[config.mk]
export PLATFORM = sky130hd
export DESIGN_NAME = vra_isqrt
export DESIGN_NICKNAME = d
export VERILOG_FILES = /design/src/hdl/vra_pkg.sv /design/src/hdl/vra_isqrt.sv
export SDC_FILE = /design/constraint.sdc
export NUM_CORES = 2
export LEC_CHECK = 0
export BUFFER_PORTS_ARGS = -buffer_cell sky130_fd_sc_hd__buf_4
export CAP_MARGIN = 0
export CORE_MARGIN = 4
export CORE_UTILIZATION = 55
export DETAILED_ROUTE_END_ITERATION = 16
export HOLD_SLACK_MARGIN = 0.08
export MAX_ROUTING_LAYER = met4
export PLACE_DENSITY = 0.7
export SLEW_MARGIN = 15
export SYNTH_ARGS = -nofsm -noshare
export SYNTH_HDL_FRONTEND = slang
export SYNTH_SLANG_ARGS = --single-unit
[constraint.sdc]
create_clock -name clk -period 10.6 [get_ports clk]
set_clock_uncertainty 0.2 [all_clocks]
set_input_delay 2.12 -clock clk [delete_from_list [all_inputs] [get_ports clk]]
set_output_delay 2.12 -clock clk [all_outputs]
set_load 0.02 [all_outputs]
[src/hdl/vra_pkg.sv]
// ----------------------------------------------------------------------------
// vra_pkg
// Shared types, constants, latencies and rounding helpers for the vector
// alignment rotation pipeline.
// ----------------------------------------------------------------------------
package vra_pkg;

  // Input coordinates are taken as the low COORD_WIDTH bits of each field.
  // The fields are 32 bits wide, so this is fixed at 32.
  localparam int COORD_WIDTH = 32;

  // Pipeline depths
  localparam int SQRT_LAT  = 32;                        // one root bit per stage
  localparam int DIV_STEPS = 31;                        // one quotient bit per stage
  localparam int NORM_LAT  = 4 + SQRT_LAT + 1 + DIV_STEPS + 1;
  localparam int MAT_LAT   = 4;
  localparam int PIPE_LAT  = NORM_LAT + 2 + NORM_LAT + MAT_LAT;
  localparam int C_DLY     = NORM_LAT - 1;              // cosine to matrix input
  localparam int S_DLY     = NORM_LAT - 3 - SQRT_LAT;   // sine root to matrix input

  localparam logic signed [31:0] ONE_Q30   = 32'sh4000_0000;
  localparam logic        [9:0]  THR_RESET = 10'd11;

  typedef logic signed [31:0] q30_t;
  typedef logic signed [63:0] s64_t;
  typedef logic signed [71:0] s72_t;

  typedef enum logic [1:0] {
    CODE_IDENT = 2'd0,
    CODE_NEG   = 2'd1,
    CODE_HALF  = 2'd2,
    CODE_ROD   = 2'd3
  } case_code_t;

  // Register index (byte address bit 2)
  typedef enum logic [0:0] {
    REG_THR = 1'b0
  } reg_idx_t;

  // Shift right by 30, round to nearest, ties away from zero
  function automatic s72_t rnd30(input s72_t x);
    logic [71:0] m;
    logic [71:0] r;
    m = x[71] ? 72'(-x) : 72'(x);
    r = (m + (72'd1 << 29)) >> 30;
    return x[71] ? -$signed(r) : $signed(r);
  endfunction

  // Clamp to the signed 32-bit range
  function automatic q30_t sat32(input s72_t x);
    if (x > 72'sh7FFF_FFFF) return 32'sh7FFF_FFFF;
    else if (x < -72'sh8000_0000) return 32'sh8000_0000;
    else return x[31:0];
  endfunction

endpackage

[src/hdl/vra_isqrt.sv]
// ----------------------------------------------------------------------------
// vra_isqrt
// Pipelined integer square root of a 64-bit value, one result bit per stage.
// ----------------------------------------------------------------------------
module vra_isqrt (
  input  logic        clk,
  input  logic        en,
  input  logic [63:0] v_in,
  output logic [31:0] root
);

  logic [63:0] v_r [vra_pkg::SQRT_LAT];
  logic [63:0] q_r [vra_pkg::SQRT_LAT];

  for (genvar k = 0; k < vra_pkg::SQRT_LAT; k++) begin : g_stage
    localparam logic [63:0] BIT = 64'd1 << (62 - 2 * k);
    logic [63:0] v_cur;
    logic [63:0] q_cur;
    logic [63:0] trial;

    if (k == 0) begin : g_first
      assign v_cur = v_in;
      assign q_cur = '0;
    end else begin : g_next
      assign v_cur = v_r[k-1];
      assign q_cur = q_r[k-1];
    end

    assign trial = q_cur + BIT;

    always_ff @(posedge clk) begin
      if (en) begin
        if (v_cur >= trial) begin
          v_r[k] <= v_cur - trial;
          q_r[k] <= (q_cur >> 1) + BIT;
        end else begin
          v_r[k] <= v_cur;
          q_r[k] <= q_cur >> 1;
        end
      end
    end
  end

  assign root = q_r[vra_pkg::SQRT_LAT-1][31:0];

endmodule

Yosys cells after proc, flatten, opt, wreduce, memory -nomap -nowiden. Memories as Yosys holds them, arrays and structs flattened. Cells that the tools add are included. W data, S select, Z words.

Bits of input ports: 66. Bits in writable memories: 4096. Logic and storage cells: 448. Register bits: 0. Output and inout bits: 32. Memories: 2.

Memories: q_r (depth 32, width 64, read ports 32, clocked after memory_dff 0, wr ports 32, RTL line vra_isqrt.sv:13) `logic [63:0] q_r [vra_pkg::SQRT_LAT];`; v_r (depth 32, width 64, read ports 31, clocked after memory_dff 0, wr ports 32, RTL line vra_isqrt.sv:12) `logic [63:0] v_r [vra_pkg::SQRT_LAT];`.

$lt $le $gt $ge: 32. Bitwise operators: 64. Add/subtract/negate cells: 94. Mux-type cells: 256.

Operators by type and width (count): $mux W64 (64); $ge A64 B64 Y1 (31); $sub A64 B64 Y64 (31); $mux W1 (192); $add A63 B1 Y64 const B (1); $add A63 B11 Y64 const B (1); $add A63 B13 Y64 const B (1); $add A63 B15 Y64 const B (1); $add A63 B17 Y64 const B (1); $add A63 B19 Y64 const B (1); $add A63 B21 Y64 const B (1); $add A63 B23 Y64 const B (1); $add A63 B25 Y64 const B (1); $add A63 B27 Y64 const B (1); $add A63 B29 Y64 const B (1); $add A63 B3 Y64 const B (1); $add A63 B31 Y64 const B (1); $add A63 B33 Y64 const B (1); $add A63 B35 Y64 const B (1); $add A63 B37 Y64 const B (1); $add A63 B39 Y64 const B (1); $add A63 B41 Y64 const B (1); $add A63 B43 Y64 const B (1); $add A63 B45 Y64 const B (1); other kinds (45) (108).

Depth between registers and ports, before layout. An unclocked memory read counts as a cell.

Depth after elaboration: 7. Gate-level depth with buffers: 15. Mapped depth without buffers: 13.

Least setup slack after synthesis. OpenSTA, ideal clock, no wires.

Path type: input to register. Start point: in en. End point: mem q_r[28][6], in the netlist q_r[1][774] (enable). Required time: 9915 ps. Path slack: 4414 ps. Arrival time: 5501 ps. Setup time: 485 ps. Buffers on the path: 4. Cell stages on the path: 4. Cell sequence: clkbuf_1 clkbuf_1 clkbuf_1 clkbuf_1.

RTL lines: from (decl) (RTL line vra_isqrt.sv:7) `input logic en,`; to (decl) (RTL line vra_isqrt.sv:13).

==> impl_results.md <==
* Mean number of vias per cell at 6.04
* Setup TNS at 0 ns
* Global-route wire length before repair at approximately 450000 µm
* Number of synthesized flops with an enable pin at 2512
* Hold WC Path Type: reg2reg
* WL final at 296000 µm
* Die Width at about 480 µm
* RSZ-0062 raised after global routing: no
* Longest Clk Path Bufs at 4
* I/O pin count at 98
* Largest net degree at the start of global routing at 226
* Number of port buffers at 97
* Total gr overflow at 0
* Layout cells sized above 1 at 6.98%
* Peak per-stage delay on the critical path at 0.85 ns
* Antenna violations before repair at 12
* P per Cell Area at 219 nW/µm²
* Global Route Usage Sum at 26.7%
* Initial DRC Count at 9243
* Site row count at 171
* Final setup viols at 0
* Static Leak at 50.2 nW
* Starting density of the core at 55.4%
* CTS Hold Bufs at 0
* Status: completed
* Sw Pwr at approximately 8.5 mW
* Utilization after layout at 61.5%
* Peak Freq at ~180 MHz
* CP Launch Type: register
* Sw Share at 29.1%
* Top FF cell, synth: edfxtp_1
* Total number of vias at about 80k
* Comb power frac at between 20% and 30%
* H-tree depth at 5
* Clock share of power at 32.9%
* #FFs+latches synth at 2512
* Crit path required time at between 10 and 15 ns
* TritonCTS clock tree: yes
* Syn nets at 10.2k
* Die H at roughly 480 µm
* Nets at 10.5k
* Worst skew pair latency at ~0.94 ns
* Final hold vios at 0
* Pint at about 21 mW
* First-pass DRT Iterations at 6
* Critical Path Sink Type: register
* Crit-path cells: ha_1, nand3_1, nor3_1, o21ai_0, a21oi_1, o21ai_0, o21ai_0, a311oi_4, nor4_1, nand2_1, o2bb2ai_1
* Flop pwr share at around 47%
* ANT nets after route at 0
* Hold slack at 0.204 ns
* Clk slew on worst S/H paths at 0.06 ns
* Critical path class: reg2reg
* Synth Cell Area at approximately 120000 µm²
* Vias in the first global route at about 74k
* PostCTS Resize Cnt at 0
* Max_cap viols at 0
* CORE AREA at 217000 µm²
* Minimum clock period at 5.65 ns
* Placer Congestion at 0.987
* Wirelength per Cell at 23.0 µm
* Area grow syn2layout at 11.0%
* Slowest stage cell, crit path: nor4_1
* Clock root buffer: clkbuf_16
* DRC viols at 0
* TritonCTS buffer count at around 280
* Fraction of registers with async set/reset at 0%
* Sequential element share of the synthesized area at 62.6%
* CP max FO at 6
* Area contributors post-synth: edfxtp_1 63%, ha_1 5.8%, xor2_1 3.4%
* Setup bufs post-CTS at 0
* Area after DPL at 125000 µm²
* Worst-Margin Slew at 1.25 ns
* Synth top area share at a little over three fifths
* Final period utilization at between 50 and 60%
* CTS Sinks at 2512
* Ys Warns at 0
* Mean post-synth cell area at roughly 13 µm²
* Placed wire-length estimate at about 220000 µm
* List of most frequent post-synthesis cells: 2512 x edfxtp_1, 701 x inv_1, 695 x nand2_1
* Slew Limit Headroom at 15.8%
* Most frequent cell after synthesis: edfxtp_1
* Final instance area at between 100000 and 150000 µm²
* CP dominant cell by count: o21ai_0
* Post-Synthesis Cells at 9611
* Yosys cell types at 96
* Fin. max-slew vios at 0
* DIE AREA at 226000 µm²
* CP arrival at 6.16 ns
* Max IR drop VDD at 0.153 mV
* Leading area contributor after synthesis: edfxtp_1
[cells by family after synthesis]
family | synth area share (%)
AOI/OAI and AO/OA | 9.56
xor gates and xnor gates | 6.39
buffers and inverters | 2.88
adders and majority gates | 5.80
muxes | 0.595
DFF | 62.6
and+or+nand+nor | 12.1
[cell type report]
cell class | instances | area, µm²
fillers | 16634 | 83800
clock inverters | 151 | 1670
repair buffers | 153 | 1270
clock buffers | 330 | 7390
flip-flops and latches | 2512 | 75400
diodes | 7 | 17.5
multi-input cells | 6182 | 41600
well taps | 2854 | 3570
inverters | 703 | 2640
[power groups by stage]
stage	Combinational, mW	Sequential [mW]	Clock (mW)
detailed placement	5.71	13.9	0
CTS	5.77	13.7	9.81
global placement	5.61	13.9	0
finish	5.85	13.8	9.62
global route	6.45	13.9	10.2
floorplan	4.32	13.3	0
[flip-flops by register name, indices dropped and copies added (netlist names)]
register and cells:
v_r 1984, q_r 528
[final timing paths]
check / slack (ns) / from / depth (start not counted) / endpoint
setup / recovery: 4.95 / v_r[1][593] / 11 / v_r[1][691]
hold / removal: 0.20 / v_r[0][648] / 0 / v_r[0][712]
setup reg to reg: 4.95 / v_r[1][593] / 11 / v_r[1][691]
hold reg to reg: 0.20 / v_r[0][648] / 0 / v_r[0][712]
[placed cells by master (no fill, tap or decap), drive strengths merged, types with 360 or more instances in the layout]
cell type / netlist / routed
xnor2: 410 / 410
nor4: 360 / 360
o21ai: 538 / 538
a21oi: 533 / 533
nor2: 556 / 556
edfxtp: 2512 / 2512
nand2: 695 / 695
xor2: 468 / 468
ha: 558 / 558
inv: 702 / 706
[stage by stage]
step | instances | total power [mW] | worst slack, ns
after floorplan | 9611 | 17.6 | 4.41
after global placement | 12403 | 19.5 | 4.34
after detailed placement | 12404 | 19.6 | 4.30
after CTS | 12885 | 29.3 | 5.25
after global routing | 12888 | 30.5 | 4.62
final | 12892 | 29.2 | 4.95
[worst max-delay path: cells and delay by family (launching register included)]
family / cells / cell delay [ns]
compound gates: 6 / 2.39
simple gates: 4 / 2.11
flops: 1 / 0.40
fa+ha+maj: 1 / 0.37
[layer usage]
layer | part of all wire, % | up-vias | track usage, %
li1 | - | 36413 | -
met1 | 44 | 37855 | 38.6
met2 | 43 | 3073 | 38.5
met3 | 9.3 | 499 | 5.13
met4 | 3.3 | 0 | 8.29
met5 | 0 | - | -
(Power assumes the default switching activity.)
